$ cat config.mk
export PLATFORM = sky130hd
export DESIGN_NAME = islt_queue
export DESIGN_NICKNAME = d
export VERILOG_FILES = /design/src/rtl/core/ip_source_learning_table_core_defines.svh /design/src/rtl/core/islt_queue.sv
export SDC_FILE = /design/constraint.sdc
export NUM_CORES = 1
export LEC_CHECK = 0
export BUFFER_PORTS_ARGS = -buffer_cell sky130_fd_sc_hd__buf_4
export CAP_MARGIN = 0
export CORE_ASPECT_RATIO = 0.8
export CORE_MARGIN = 2
export CORE_UTILIZATION = 30
export CTS_CLUSTER_SIZE = 12
export DETAILED_ROUTE_END_ITERATION = 16
export GPL_TIMING_DRIVEN = 0
export PLACE_DENSITY = 0.52
export SLEW_MARGIN = 10
export SYNTH_ARGS = -nofsm -noshare
export SYNTH_HDL_FRONTEND = slang
export SYNTH_SLANG_ARGS = --single-unit
$ cat constraint.sdc
create_clock -name i_clk -period 1.7 [get_ports i_clk]
set_input_delay 0.255 -clock i_clk [delete_from_list [all_inputs] [get_ports i_clk]]
set_output_delay 0.255 -clock i_clk [all_outputs]
set_load 0.005 [all_outputs]
$ cat src/rtl/core/ip_source_learning_table_core_defines.svh
// assertion helpers for the source learning table
`ifndef IP_SOURCE_LEARNING_TABLE_CORE_DEFINES_SVH
`define IP_SOURCE_LEARNING_TABLE_CORE_DEFINES_SVH

// same-cycle implication
`define ISLT_ASSERT_NOW(lbl, clk, rst_n, ante, cons) \
    lbl: assert property (@(posedge clk) disable iff (!rst_n) (ante) |-> (cons)) \
        else $error("islt check failed");

// next-cycle implication
`define ISLT_ASSERT_NEXT(lbl, clk, rst_n, ante, cons) \
    lbl: assert property (@(posedge clk) disable iff (!rst_n) (ante) |=> (cons)) \
        else $error("islt check failed");

`endif

$ cat src/rtl/core/islt_queue.sv
`timescale 1ns / 1ps

module islt_queue #(
    parameter int WIDTH = 8
) (
    input  logic             i_clk,
    input  logic             i_rst_n,
    input  logic             i_push,
    input  logic [WIDTH-1:0] i_data,
    output logic             o_full,
    output logic             o_valid,
    output logic [WIDTH-1:0] o_data,
    input  logic             i_pop
);

    logic [WIDTH-1:0] r_mem [2];
    logic             r_wp, r_rp;
    logic [1:0]       r_cnt;

    assign o_full  = r_cnt == 2'd2;
    assign o_valid = r_cnt != 2'd0;
    assign o_data  = r_mem[r_rp];

    always_ff @(posedge i_clk) begin
        if (!i_rst_n) begin
            r_wp  <= 1'b0;
            r_rp  <= 1'b0;
            r_cnt <= 2'd0;
        end else begin
            if (i_push) begin
                r_wp <= !r_wp;
            end
            if (i_pop) begin
                r_rp <= !r_rp;
            end
            if (i_push && !i_pop) begin
                r_cnt <= r_cnt + 2'd1;
            end else if (!i_push && i_pop) begin
                r_cnt <= r_cnt - 2'd1;
            end
        end
    end

    always_ff @(posedge i_clk) begin
        if (i_push) begin
            r_mem[r_wp] <= i_data;
        end
    end

endmodule

# Word level (Yosys, flattened, before mapping)
# Memory sizes are Yosys's and may differ from the RTL's. A register that Yosys moved wholly into a read port is not among the register bits.
# Cells that the tools add are included.
[totals] mem_bits_rw=16 reg_bits=4 in_bits=12 output_inout_bits=10 elab_cells=21 mem_count=1
[op_classes] muxes=6 add_sub_neg=2 eq_ne=1 reduce_logical=8
[memory_table] memory="r_mem" words=2 width=8 read_ports=1 rd_clocked_by_memory_dff=1 wr=1 line="islt_queue.sv:16" rtl="logic [WIDTH-1:0] r_mem [2];"
[op_table] op="$logic_not A1 Y1" n=4
[op_table] op="$mux W1" n=4
[op_table] op="$mux W2" n=2
[op_table] op="$reduce_bool A2 Y1" n=2
[op_table] op="$add A2 B1 Y2 const B" n=1
[op_table] op="$eq A2 B2 Y1 const B" n=1
[op_table] op="$logic_and A1 B1 Y1" n=2
[op_table] op="$sub A2 B1 Y2 const B" n=1

# Longest topological paths before layout
[depth] depth_word=4 mapped_depth=5 ltp_nobuf=5

# Worst setup path after synthesis
# Ideal clock, no wire load.
[synth_path] path_type="input-to-reg" start="input port i_pop" end="register r_cnt[1]" cell_stages=4 setup_ns=0.070 required_time_ns=1.630 path_buffers=0 slack_ns=0.577 arrival_time_ns=1.053 path_cell_list="inv_1 > ha_1 > or3_1 > a21boi_1"
[synth_between] elab_chain_len=3 word_cells_on_any_way=5 cone_classes="1 x mux; 4 x reduce/logical"
[synth_rtl] element="start, declared" line="islt_queue.sv:13" rtl="input logic i_pop"
[synth_rtl] element="$logic_not A1 Y1" line="islt_queue.sv:36" rtl="if (i_push && !i_pop) begin"
[synth_rtl] element="$logic_and A1 B1 Y1" line="islt_queue.sv:36"
[synth_rtl] element="$mux W2 / $reduce_bool A2 Y1 (equally long branches)"
[synth_rtl] element="end signal, assigned" line="islt_queue.sv:37" rtl="r_cnt <= r_cnt + 2'd1;"
[synth_rtl] element="end signal, assigned" line="islt_queue.sv:39" rtl="r_cnt <= r_cnt - 2'd1;"
[synth_rtl] element="end, declared" line="islt_queue.sv:18" rtl="logic [1:0] r_cnt;"
# Several ways; a longest one is shown, not always the timed one.
# A chain may end at the register's enable or synchronous reset.

==> flow_metrics.tcl <==
set metrics [dict create \
    vias 437 \
    post_cts_resized 0 \
    fin_util 0.414 \
    clk_pin_slew_worst_paths_ns 0.11 \
    antenna_cells 0 \
    slew_headroom 0.471 \
    crit_fanout 8 \
    maxCapViolations 0 \
    yosys-top-cells-area "edfxtp_1 (60%), dfxtp_1 (13%), mux2_2 (11%)" \
    clock-sinks 21 \
    grt_antenna_before_repair 0 \
    drt-wirelength-per-cell_um 10.3 \
    setup_violations 0 \
    yosys.cell_count.top_type "edfxtp_1" \
    async_flop_share 0 \
    route.detailed.drc 0 \
    area_growth_pct 28.9 \
    clk_latency_ns 0.30 \
    yosys_most_used_dff "edfxtp_1" \
    critPathArrivalTime_ns 1.32 \
    n_fill_cell 251 \
    place.gp.congestion 0.621 \
    mappedNetlistArea_um2 797 \
    critPathLaunchType "flip-flop" \
    syn_inst 47 \
    grt.overflow.total 0 \
    hold_viol_final 0 \
    worstMarginPinSlew_ns 0.792 \
    die-area_um2 3090 \
    place_ws_ns 0.279 \
    synth_cell_types 16 \
    grt_max_degree 13 \
    clock_skew_ns 0.00349 \
    cts_setup_buffers 0 \
    dp_hpwl_um 836 \
    period_share 0.926 \
    multi_input_comb_area_um2 208 \
    synth_warnings 0 \
    grt_usage 0.0807 \
    slew_violations 0 \
    synth_top_area_cell "edfxtp_1" \
    dpl_cell_area_um2 1000 \
    ant_nets 0 \
    die_y_um 50.1 \
    total_leakage_power_uw 0.000406 \
    worst_ir_drop_vdd_mv 0.662 \
    ys_ff_latch 21 \
    first_iter_violations 6 \
    hold_depth 1 \
    seqCellArea_um2 581 \
    rsz0062_at_grt "false" \
    initial_core_util 0.321 \
    setup-tns-final_ns 0 \
    hold_path.class "input port to flip-flop" \
    first_pass_iters 2 \
    powerDensity_nw_per_um2 953 \
    r2r_cells 1 \
    status "complete, no violations" \
    die_x_um 61.6 \
    wirelength_um 1110 \
    min_period_ns 1.57 \
    fin_area_um2 1030 \
    htree_num_levels 1 \
    avgSynthCellArea_um2 17.0 \
    ys_seq_area_frac 0.728 \
    cp-end-kind "output port" \
    first_global_vias 397 \
    io_buffer_count 21 \
    coreArea_um2 2480 \
    vias_per_cell 4.05 \
    syn_nets 60 \
    nets 86 \
    yosys-top-cells-count "edfxtp_1 (16), mux2_2 (8), dfxtp_1 (5)" \
    tritoncts "built" \
    ctsLongestPathBuffers 2 \
    grt_pass1_wl_um 1690 \
    path_class "flip-flop to output port" \
    synth_edf_count 16 \
    cts_hold_buffers 0 \
    cts_buffers 3 \
    synth_top_area_frac 0.603 \
    num_rows 16 \
    io_pins 22 \
    cp.required_ns 1.44 \
    worst_slack_ns 0.125 \
    fmax_mhz 635 \
    clock-root-buffer "clkbuf_4" \
    drive_above_1_share 0.500 \
]
==> worst paths after layout <==
check,slack [ns],start,end
min,0.13,i_data[6],r_mem[0][6]$_DFFE_PP_
max,0.13,flip-flop,o_data[4]
max reg2reg,0.40,r_wp$_SDFFE_PN0P_,r_mem[0][0]$_DFFE_PP_
min reg2reg,0.51,r_cnt[1]$_SDFFE_PN0P_,r_cnt[1]$_SDFFE_PN0P_
==> layer usage <==
metal	track usage	part of all wire	vias to the layer above
met1	0.0915	0.40	203
met2	0.119	0.48	14
met5	0	0	-
met4	0.0319	0.012	0
li1	-	-	218
met3	0.0525	0.10	2
==> state kept, by name, summed over array words and instances (netlist names), named ones only <==
| register | count |
|---|---|
| r_rp | 1 |
| r_mem | 16 |
| r_wp | 1 |
| r_cnt | 2 |
==> layout by cell type, fill, tap and decap left out, types with 2 or more instances in the layout <==
master | Yosys | layout
buf_4 | 0 | 21
edfxtp_1 | 16 | 16
mux2_2 | 8 | 8
dfxtp_1 | 5 | 5
and2_1 | 4 | 4
clkbuf_4 | 0 | 3
xor2_1 | 2 | 2
nor2b_1 | 2 | 2
==> critical path, cell delays in order, from the launching register on <==
cell and delay (ns):
dfxtp_1 0.32, buf_2 0.21, mux2_2 0.36, buf_4 0.13
==> logic make-up (layout without fill, tap and decap cells) <==
kind of cell / Yosys count / count (layout) / share of synthesized area
simple gates: 9 / 9 / 0.0738
fa+ha+maj: 1 / 1 / 0.0157
flops: 21 / 21 / 0.728
mux: 8 / 8 / 0.113
buf+inv: 2 / 27 / 0.0110
xor+xnor: 3 / 3 / 0.0330
compound gates: 3 / 3 / 0.0251
==> stage by stage <==
step	std cells	hold slack [ns]	power, uW
after floorplan	47	0.354	687
after global placement	104	0.441	763
after detailed placement	104	0.445	766
after CTS	108	0.130	992
after global routing	108	0.110	1030
final	108	0.135	978
==> where the power goes <==
part	total [uW]	switching [uW]	internal [uW]	leakage, uW
Clock	229	141	87.6	0.0000177
Combinational	151	55.4	95.1	0.000196
Sequential	599	12.0	587	0.000192
Total	978	209	770	0.000406
==> layout make-up <==
class                           instances  area share
Sequential cell                        21       0.565
Timing Repair Buffer                   21       0.153
Inverter                                1     0.00365
Clock inverter                          1     0.00487
Clock buffer                            3      0.0219
Tap cell                               36      0.0438
Multi-Input combinational cell         24       0.202
Buffer                                  1     0.00487
(Power assumes the default switching activity.)
