===== src/rtl/core/ip_source_learning_table_core_defines.svh =====
// assertion helpers for the source learning table
`ifndef IP_SOURCE_LEARNING_TABLE_CORE_DEFINES_SVH
`define IP_SOURCE_LEARNING_TABLE_CORE_DEFINES_SVH

// same-cycle implication
`define ISLT_ASSERT_NOW(lbl, clk, rst_n, ante, cons) \
    lbl: assert property (@(posedge clk) disable iff (!rst_n) (ante) |-> (cons)) \
        else $error("islt check failed");

// next-cycle implication
`define ISLT_ASSERT_NEXT(lbl, clk, rst_n, ante, cons) \
    lbl: assert property (@(posedge clk) disable iff (!rst_n) (ante) |=> (cons)) \
        else $error("islt check failed");

`endif


===== src/rtl/core/islt_pkg.sv =====
`timescale 1ns / 1ps

package islt_pkg;

    localparam int TABLE_DEPTH_DEF = 256;
    localparam int SUM_W           = 17;

    localparam logic [15:0] ETH_VLAN = 16'h8100;
    localparam logic [15:0] ETH_IPV4 = 16'h0800;
    localparam logic [15:0] ETH_IPV6 = 16'h86DD;
    localparam logic [7:0]  VER_IPV4 = 8'h45;
    localparam logic [7:0]  VER_IPV6 = 8'h60;

    typedef enum logic [1:0] {
        ST_IGNORED = 2'd0,
        ST_KNOWN   = 2'd1,
        ST_NEW     = 2'd2,
        ST_FULL    = 2'd3
    } t_status;

    typedef struct packed {
        logic [15:0] outer_ethertype;
        logic [15:0] vlan_tag;
        logic [15:0] inner_ethertype;
        logic [7:0]  version_byte;
        logic [63:0] source_high;
        logic [63:0] source_low;
    } t_frame;

    typedef struct packed {
        t_status     status;
        logic [7:0]  slot;
        logic        is_ipv6;
        logic [11:0] vlan_id;
    } t_result;

    typedef struct packed {
        logic        learn;
        logic        is_ipv6;
        logic [11:0] vlan_id;
        logic [63:0] source_high;
        logic [63:0] source_low;
    } t_job;

    // hash byte weights, byte 0 first; the ipv4 hash uses the first four
    function automatic logic [5:0] weight6(input logic [3:0] k);
        logic [5:0] w;
        unique case (k)
            4'd0:  w = 6'd1;
            4'd1:  w = 6'd2;
            4'd2:  w = 6'd3;
            4'd3:  w = 6'd5;
            4'd4:  w = 6'd7;
            4'd5:  w = 6'd11;
            4'd6:  w = 6'd13;
            4'd7:  w = 6'd17;
            4'd8:  w = 6'd19;
            4'd9:  w = 6'd23;
            4'd10: w = 6'd29;
            4'd11: w = 6'd31;
            4'd12: w = 6'd37;
            4'd13: w = 6'd41;
            4'd14: w = 6'd43;
            4'd15: w = 6'd47;
        endcase
        return w;
    endfunction

endpackage


===== src/rtl/core/islt_front.sv =====
`timescale 1ns / 1ps

module islt_front import islt_pkg::*; #(
    parameter int TABLE_DEPTH = TABLE_DEPTH_DEF,
    localparam int IW = $clog2(TABLE_DEPTH)
) (
    input  logic          i_clk,
    input  logic          i_rst_n,
    input  logic          i_cfg_we,
    input  logic          i_cfg_wdata,
    input  logic          i_clearing,
    input  logic          i_in_valid,
    input  t_frame        i_in_frame,
    output logic          o_in_stall,
    output logic          o_push,
    output t_job          o_job,
    output logic [IW-1:0] o_idx,
    input  logic          i_full
);

    localparam int RECIP = (2 ** SUM_W) / TABLE_DEPTH;
    localparam logic [SUM_W-1:0] RECIP_V = SUM_W'(RECIP);
    localparam logic [SUM_W-1:0] DEPTH_V = SUM_W'(TABLE_DEPTH);

    logic             r_enable;
    logic             r1_v, r2_v;
    t_job             r1_job, r2_job, n1_job;
    logic [SUM_W-1:0] r1_sum, r2_sum, n1_sum, r2_q;
    logic [SUM_W-1:0] sum4, sum6, rem, idx;
    logic [2*SUM_W-1:0] prod1, prod2;
    logic             vlan_frame, is4, is6, learn;
    logic [15:0]      etype;
    logic             adv1, adv2, accept;

    always_comb begin
        vlan_frame = i_in_frame.outer_ethertype == ETH_VLAN;
        etype  = vlan_frame ? i_in_frame.inner_ethertype : i_in_frame.outer_ethertype;
        is4    = (etype == ETH_IPV4) && (i_in_frame.version_byte == VER_IPV4);
        is6    = (etype == ETH_IPV6) && (i_in_frame.version_byte == VER_IPV6);
        learn  = r_enable && (is4 || is6);
        sum4   = '0;
        sum6   = '0;
        for (int k = 0; k < 4; k++) begin
            sum4 = sum4 + SUM_W'(i_in_frame.source_low[31-8*k -: 8])
                        * SUM_W'(weight6(4'(k)));
        end
        for (int k = 0; k < 8; k++) begin
            sum6 = sum6 + SUM_W'(i_in_frame.source_high[63-8*k -: 8])
                        * SUM_W'(weight6(4'(k)));
            sum6 = sum6 + SUM_W'(i_in_frame.source_low[63-8*k -: 8])
                        * SUM_W'(weight6(4'(k + 8)));
        end
        n1_job.learn       = learn;
        n1_job.is_ipv6     = learn && is6;
        n1_job.vlan_id     = vlan_frame ? i_in_frame.vlan_tag[11:0] : 12'd0;
        n1_job.source_high = i_in_frame.source_high;
        n1_job.source_low  = i_in_frame.source_low;
        n1_sum             = is4 ? sum4 : sum6;
    end

    // hash modulo depth: reciprocal estimate, then one correction
    assign prod1 = (2*SUM_W)'(r1_sum) * (2*SUM_W)'(RECIP_V);
    assign prod2 = (2*SUM_W)'(r2_q) * (2*SUM_W)'(DEPTH_V);
    assign rem   = r2_sum - prod2[SUM_W-1:0];
    assign idx   = (rem >= DEPTH_V) ? rem - DEPTH_V : rem;

    assign o_push     = r2_v && !i_full;
    assign adv2       = !r2_v || o_push;
    assign adv1       = !r1_v || adv2;
    assign accept     = i_in_valid && adv1 && !i_clearing;
    assign o_in_stall = !adv1 || i_clearing;
    assign o_job      = r2_job;
    assign o_idx      = idx[IW-1:0];

    always_ff @(posedge i_clk) begin
        if (!i_rst_n) begin
            r_enable <= 1'b0;
            r1_v     <= 1'b0;
            r2_v     <= 1'b0;
        end else begin
            if (i_cfg_we) begin
                r_enable <= i_cfg_wdata;
            end
            if (adv1) begin
                r1_v <= accept;
            end
            if (adv2) begin
                r2_v <= r1_v;
            end
        end
    end

    always_ff @(posedge i_clk) begin
        if (accept) begin
            r1_job <= n1_job;
            r1_sum <= n1_sum;
        end
        if (adv2 && r1_v) begin
            r2_job <= r1_job;
            r2_sum <= r1_sum;
            r2_q   <= prod1[2*SUM_W-1:SUM_W];
        end
    end

endmodule


===== config.mk =====
export PLATFORM = sky130hd
export DESIGN_NAME = islt_front
export DESIGN_NICKNAME = d
export VERILOG_FILES = /design/src/rtl/core/ip_source_learning_table_core_defines.svh /design/src/rtl/core/islt_pkg.sv /design/src/rtl/core/islt_front.sv
export SDC_FILE = /design/constraint.sdc
export NUM_CORES = 1
export LEC_CHECK = 0
export BUFFER_PORTS_ARGS = -buffer_cell sky130_fd_sc_hd__buf_2
export CAP_MARGIN = 20
export CORE_AREA = 2 2 233 235
export CTS_CLUSTER_DIAMETER = 60
export DETAILED_ROUTE_END_ITERATION = 10
export DIE_AREA = 0 0 235 237
export SLEW_MARGIN = 20
export SYNTH_ARGS = -nofsm -noshare
export SYNTH_HDL_FRONTEND = slang
export SYNTH_SLANG_ARGS = --single-unit
export TNS_END_PERCENT = 100

===== constraint.sdc =====
create_clock -name i_clk -period 15.2 [get_ports i_clk]
set_clock_uncertainty 0.1 [all_clocks]
set_input_delay 4.56 -clock i_clk [delete_from_list [all_inputs] [get_ports i_clk]]
set_output_delay 4.56 -clock i_clk [all_outputs]
set_load 0.01 [all_outputs]

== After elaboration in Yosys (flattened, before gate mapping) ==
Cells that the tools add are included.

* Bits in registers: 330
* Latch bits: 0
* Memory bits (writable): 0
* Bits in read-only memories: 0
* Bits of input ports: 191
* Output and inout port bits: 152
* Memories kept: 0

* $add $sub $neg: 20
* Multipliers: 16
* Div/mod/pow operators: 0
* Magnitude comparators: 1
* Equal/unequal tests: 5
* Shift operators: 0
* Mux-type cells: 3
* Bitwise operators: 0
* Reductions and logical operators: 17

{| class="wikitable"
|+ Operators with widths
! kind !! number
|-
| $add 17x14->17 || 4
|-
| $mul 8x5->13 const B || 5
|-
| $mul 8x6->14 const B || 4
|-
| $add 17x13->17 || 3
|-
| $add 17x11->17 || 2
|-
| $add 17x12->17 || 2
|-
| $mul 8x3->11 const B || 3
|-
| $eq 16x16->1 const B || 2
|-
| $mul 8x4->12 const B || 2
|-
| $mul 8x2->10 const B || 2
|-
| $add 16x10->17 || 1
|-
| $ge 17x9->1 const B || 1
|-
| $mux 17 || 1
|-
| $sub 17x17->17 || 1
|-
| $add 15x13->16 || 1
|-
| $eq 16x12->1 const B || 1
|-
| $eq 8x7->1 const B || 2
|-
| $mux 16 || 1
|-
| $add 14x9->15 || 1
|-
| $add 8x13->14 || 1
|-
| $add 11x11->12 || 1
|-
| $add 10x10->11 || 1
|-
| $add 8x9->10 || 1
|-
| $logic_and 1x1->1 || 8
|-
| other kinds (4) || 11
|}

== Depth between registers and ports, before layout ==
* Depth in word-level cells: 17
* Gate-level depth with buffers: 26
* Mapped depth without buffers: 26

== Worst setup path before layout ==
No wires, ideal clock.

* Kind: in2reg
* From: in i_full
* To: reg r2_job, in the netlist o_job[0] (enable)
* Arrival time: 15.388 ns
* Required time: 14.213 ns
* Setup slack: -1.175 ns
* Cell stages on the path: 1
* Path buffers: 0
* Path through: a21boi_0

* Cells in the longest elaborated chain, start to end: 4

{| class="wikitable"
|+ Ends and longest elaborated chain
! element !! line !! RTL
|-
| from (decl) || islt_front.sv:18 || <nowiki>input logic i_full</nowiki>
|-
| $logic_not 1->1 || islt_front.sv:67 || <nowiki>assign o_push = r2_v && !i_full;</nowiki>
|-
| $logic_and 1x1->1 || islt_front.sv:67 ||
|-
| $logic_or 1x1->1 || islt_front.sv:68 || <nowiki>assign adv2 = !r2_v || o_push;</nowiki>
|-
| $logic_and 1x1->1 || islt_front.sv:98 || <nowiki>if (adv2 && r1_v) begin</nowiki>
|-
| to (signal assigned) || islt_front.sv:99 || <nowiki>r2_job <= r1_job;</nowiki>
|-
| to (decl) || islt_front.sv:27 || <nowiki>t_job r1_job, r2_job, n1_job;</nowiki>
|}

Every way passes these cells.
A chain may end at the register's enable or synchronous reset.

== Worst setup path after layout ==
* From: in i_in_frame[35] (netlist bit)
* To: reg r1_sum[7] (data pin)

* Cells in the longest elaborated chain, start to end: 11

{| class="wikitable"
|+ Ends and longest elaborated chain
! element !! line !! RTL
|-
| from (decl) || islt_front.sv:13 || <nowiki>input t_frame i_in_frame,</nowiki>
|-
| $mul 8x5->13 || islt_front.sv:51 || <nowiki>* SUM_W'(weight6(4'(k + 8)));</nowiki>
|-
| $add 17x13->17 || islt_front.sv:50 || <nowiki>sum6 = sum6 + SUM_W'(i_in_frame.source_low[63-8*k -: 8])</nowiki>
|-
| $add 17x11->17 || islt_front.sv:48 || <nowiki>sum6 = sum6 + SUM_W'(i_in_frame.source_high[63-8*k -: 8])</nowiki>
|-
| $add 17x14->17 || islt_front.sv:50 ||
|-
| $add 17x12->17 || islt_front.sv:48 ||
|-
| $add 17x14->17 || islt_front.sv:50 ||
|-
| $add 17x12->17 || islt_front.sv:48 ||
|-
| $add 17x14->17 || islt_front.sv:50 ||
|-
| $add 17x13->17 || islt_front.sv:48 ||
|-
| $add 17x14->17 || islt_front.sv:50 ||
|-
| $mux 17 || islt_front.sv:58 || <nowiki>n1_sum = is4 ? sum4 : sum6;</nowiki>
|-
| via n1_sum[7] || islt_front.sv:28 || <nowiki>logic [SUM_W-1:0] r1_sum, r2_sum, n1_sum, r2_q;</nowiki>
|-
| to (signal assigned) || islt_front.sv:96 || <nowiki>r1_sum <= n1_sum;</nowiki>
|-
| to (decl) || islt_front.sv:28 ||
|}

The timed path passes the listed nets, and every way through them passes these cells.

==> results_tabular.tex <==
\begin{tabular}{lr}
\hline
Metric & Value \\
\hline
\multicolumn{2}{l}{\textbf{Logic synthesis}} \\
Mean instance size in the synthesized netlist & 15.4 µm² \\
Number of nets in the synthesized netlist & roughly 1700 \\
Share of flip-flops with an asynchronous set or reset & 0\% \\
Predominant post-synthesis flop cell & sky130\_fd\_sc\_hd\_\_edfxtp\_1 \\
Register bit count reported by yosys & 303 \\
Number of distinct library cell variants in the gate-level netlist after synthesis & 42 \\
Sequential fraction of the synthesis area & 50.5\% \\
Number of cells produced by synthesis & 1165 \\
Synth warn & 0 \\
Post-Syn Area & 17900 µm² \\
Number of synthesized flops with an enable pin & 300 \\
\multicolumn{2}{l}{\textbf{STA}} \\
Slack of the critical path & about 3.4 ns \\
Pins over their slew limit & 0 \\
Fin Setup TNS & 0 ns \\
Peak clock frequency supported by timing & 84.7 MHz \\
Worst hold slack across all endpoints & about 0.31 ns \\
Final Cycle Share & 77.6\% \\
Unrepaired setup endpoints after global routing & no \\
Final period demand of the worst path & 11.80 ns \\
Final setup violation count & 0 \\
Worst slew margin relative to its limit & 26.0\% \\
Slew at the pin closest to its max-slew limit & 1.10 ns \\
Final Hold Viols & 0 \\
\multicolumn{2}{l}{\textbf{Clock network}} \\
Clock tree from TritonCTS & built \\
Cell at the root of the clock tree & sky130\_fd\_sc\_hd\_\_clkbuf\_16 \\
CTS hold repair buffers & 0 \\
Number of gates given a new drive strength after cts & 0 \\
Depth of the CTS H-tree & 2 \\
Total clock buffers created by CTS & 38 \\
Clock edge transition at the registers on the reported setup and hold paths & 0.06 ns \\
Insertion delay of the later-clocked pin in the worst-skew pair & approximately 0.54 ns \\
Buffer count from post-CTS setup fixing & 0 \\
Clock buffer depth & 3 \\
TritonCTS sink count & 303 \\
\multicolumn{2}{l}{\textbf{GRT}} \\
Initial antenna violation count & 5 \\
Via count of the first global-routing pass & 10776 \\
Total global-route track usage & 16.0\% \\
Pin count of the biggest net entering global routing & 151 \\
Wire length of the first global-routing pass & 65600 µm \\
Leftover overflow at the end of global routing & 0 \\
\multicolumn{2}{l}{\textbf{Routing}} \\
1st-pass router iterations & 6 \\
Total length of routed wires & 43500 µm \\
Detailed Route Iter0 Violations & 374 \\
Detail Route Antenna Nets & 0 \\
Total via count after detailed routing & 9728 \\
Wire length per cell & between 15 and 20 µm \\
Routed vias/inst & 4.29 \\
DRC & 0 \\
\multicolumn{2}{l}{\textbf{Worst setup path}} \\
Dominant cell type by count on the critical path & sky130\_fd\_sc\_hd\_\_fa\_1 \\
Kind of start point of the critical path & input port \\
Slowest stage delay, CP & 0.55 ns \\
Maximum net fanout on the critical path & 4 \\
Data required time at the worst endpoint & between 15 and 20 ns \\
Setup slack on the worst flop-to-flop path & 12.69 ns \\
Worst Path Arrival & approximately 12 ns \\
Crit end category & register \\
Critical path class & in2reg \\
Critical-path cell with the highest stage delay & sky130\_fd\_sc\_hd\_\_fa\_1 \\
\multicolumn{2}{l}{\textbf{Cells and area}} \\
Final Net Count & between 2000 and 2500 \\
Most used cells in the layout excluding fill and tap cells & 338 x sky130\_fd\_sc\_hd\_\_buf\_2, 300 x sky130\_fd\_sc\_hd\_\_edfxtp\_1, 294 x sky130\_fd\_sc\_hd\_\_inv\_1, 201 x sky130\_fd\_sc\_hd\_\_fa\_1, 160 x sky130\_fd\_sc\_hd\_\_ha\_1 \\
Area growth, synth to finish & 21.2\% \\
Ratio of cells with drive above 1 in the final layout & a little over a quarter \\
Final standard cell count with taps included and fillers excluded & 2265 \\
Most frequent standard cell in the layout excluding fill and tap cells & sky130\_fd\_sc\_hd\_\_buf\_2 \\
\multicolumn{2}{l}{\textbf{Floorplan}} \\
Number of I/O pins & 343 \\
DIE AREA & approximately 56000 µm² \\
Core region area & 53300 µm² \\
Number of placement rows & 85 \\
Die Width & 235 µm \\
DIE HEIGHT & 237 µm \\
Starting Density & 33.7\% \\
\multicolumn{2}{l}{\textbf{Place}} \\
Routability-driven placement congestion ratio & 0.872 \\
Input/output buffers & 338 \\
Estimated wirelength of the detail-placed design & $\sim$35000 µm \\
Pre-CTS setup slack & 2.80 ns \\
Instance count after placement with tap cells included & about 2200 \\
\multicolumn{2}{l}{\textbf{Run status}} \\
Outcome & finished clean \\
\multicolumn{2}{l}{\textbf{Worst hold path}} \\
Min-delay worst type & reg2reg \\
\multicolumn{2}{l}{\textbf{Flow run}} \\
Max-cap check violation count & 0 \\
\hline
\end{tabular}
-- per-layer routing --
layer	up-vias	share of wire, %	track usage, %
met3	54	4.5	3.33
met5	-	0.062	0
met4	4	1.6	3.68
met2	214	52	28.3
li1	4554	-	-
met1	4902	42	20.0
-- critical path: cells and delay by family --
kind,cells,cell delay [ns]
multiplexers,1,0.14
AO/OA/AOI/OAI,2,0.47
buffers and inverters,9,0.69
XOR/XNOR,3,0.74
adder cells (fa/ha/maj),12,5.47
-- flip-flops by register name (all words and copies together), names as in the netlist --
name	cells
r_enable	1
r2_v	1
r1_sum	8
r1_job	142
o_job	142
r2_sum	8
r1_v	1
-- stage by stage --
step / utilization [%] / cell area (µm²)
2_1_floorplan: - / 17900
5_1_grt: 40.8 / 21800
4_1_cts: 40.8 / 21700
3_5_place_dp: 38.6 / 20500
3_3_place_gp: 38.6 / 20500
6_report: 40.8 / 21800
-- kinds of logic (layout without fill, tap and decap cells) --
family          count (synthesis)  count (layout)  share of synthesized area [%]
flops                         303             303                           50.5
mux                             9               9                          0.586
xor+xnor                      119             119                           6.04
fa+ha+maj                     361             361                           33.6
other cells                     0               2                              0
buf+inv                       297             699                           6.25
simple gates                   48              48                           1.87
compound gates                 28              28                           1.16
-- layout make-up --
cell class                      instances  area (µm²)
Antenna cell                            2        5.00
Clock buffer                           47        1050
Clock inverter                         17         159
Fill cell                            4940       31500
Inverter                              294        1100
Multi-Input combinational cell        565        7770
Sequential cell                       303        9070
Tap cell                              696         871
Timing Repair Buffer                  341        1730
-- synth_stat cells, types with 2 or more instances --
master                     number  area [µm²]
sky130_fd_sc_hd__nor2b_1        3        18.8
sky130_fd_sc_hd__dfxtp_1        3        60.1
sky130_fd_sc_hd__clkbuf_1       2        7.51
sky130_fd_sc_hd__and3_2         2        15.0
sky130_fd_sc_hd__mux2i_1        6        60.1
sky130_fd_sc_hd__inv_1        294        1100
sky130_fd_sc_hd__xnor3_1        3        67.6
sky130_fd_sc_hd__xor2_1        16         140
sky130_fd_sc_hd__a21o_1         5        37.5
sky130_fd_sc_hd__nor4_4         3        63.8
sky130_fd_sc_hd__a21oi_1       10        50.1
sky130_fd_sc_hd__xnor2_1      100         876
sky130_fd_sc_hd__nor2_1         8        30.0
sky130_fd_sc_hd__and3_1        12        75.1
sky130_fd_sc_hd__nand2_1        5        18.8
sky130_fd_sc_hd__edfxtp_1     300        9010
sky130_fd_sc_hd__and2_1         2        12.5
sky130_fd_sc_hd__nor4_1         4        25.0
sky130_fd_sc_hd__fa_1         201        4020
sky130_fd_sc_hd__ha_1         160        2000
sky130_fd_sc_hd__mux2_4         3        45.0
sky130_fd_sc_hd__nand3_1        2        10.0
sky130_fd_sc_hd__a21boi_0       2        15.0
-- final timing paths --
check / start / end / cells after the start
hold / removal: r1_job[20] / o_job[20] / 0
hold reg to reg: r1_job[20] / o_job[20] / 0
setup reg to reg: r2_v / r1_job[94] / 4
setup / recovery: i_in_frame[35] / r1_sum[7] / 27
Power is not shown: default switching activity piles up to over one toggle a cycle in this logic, so the estimate is an artifact.
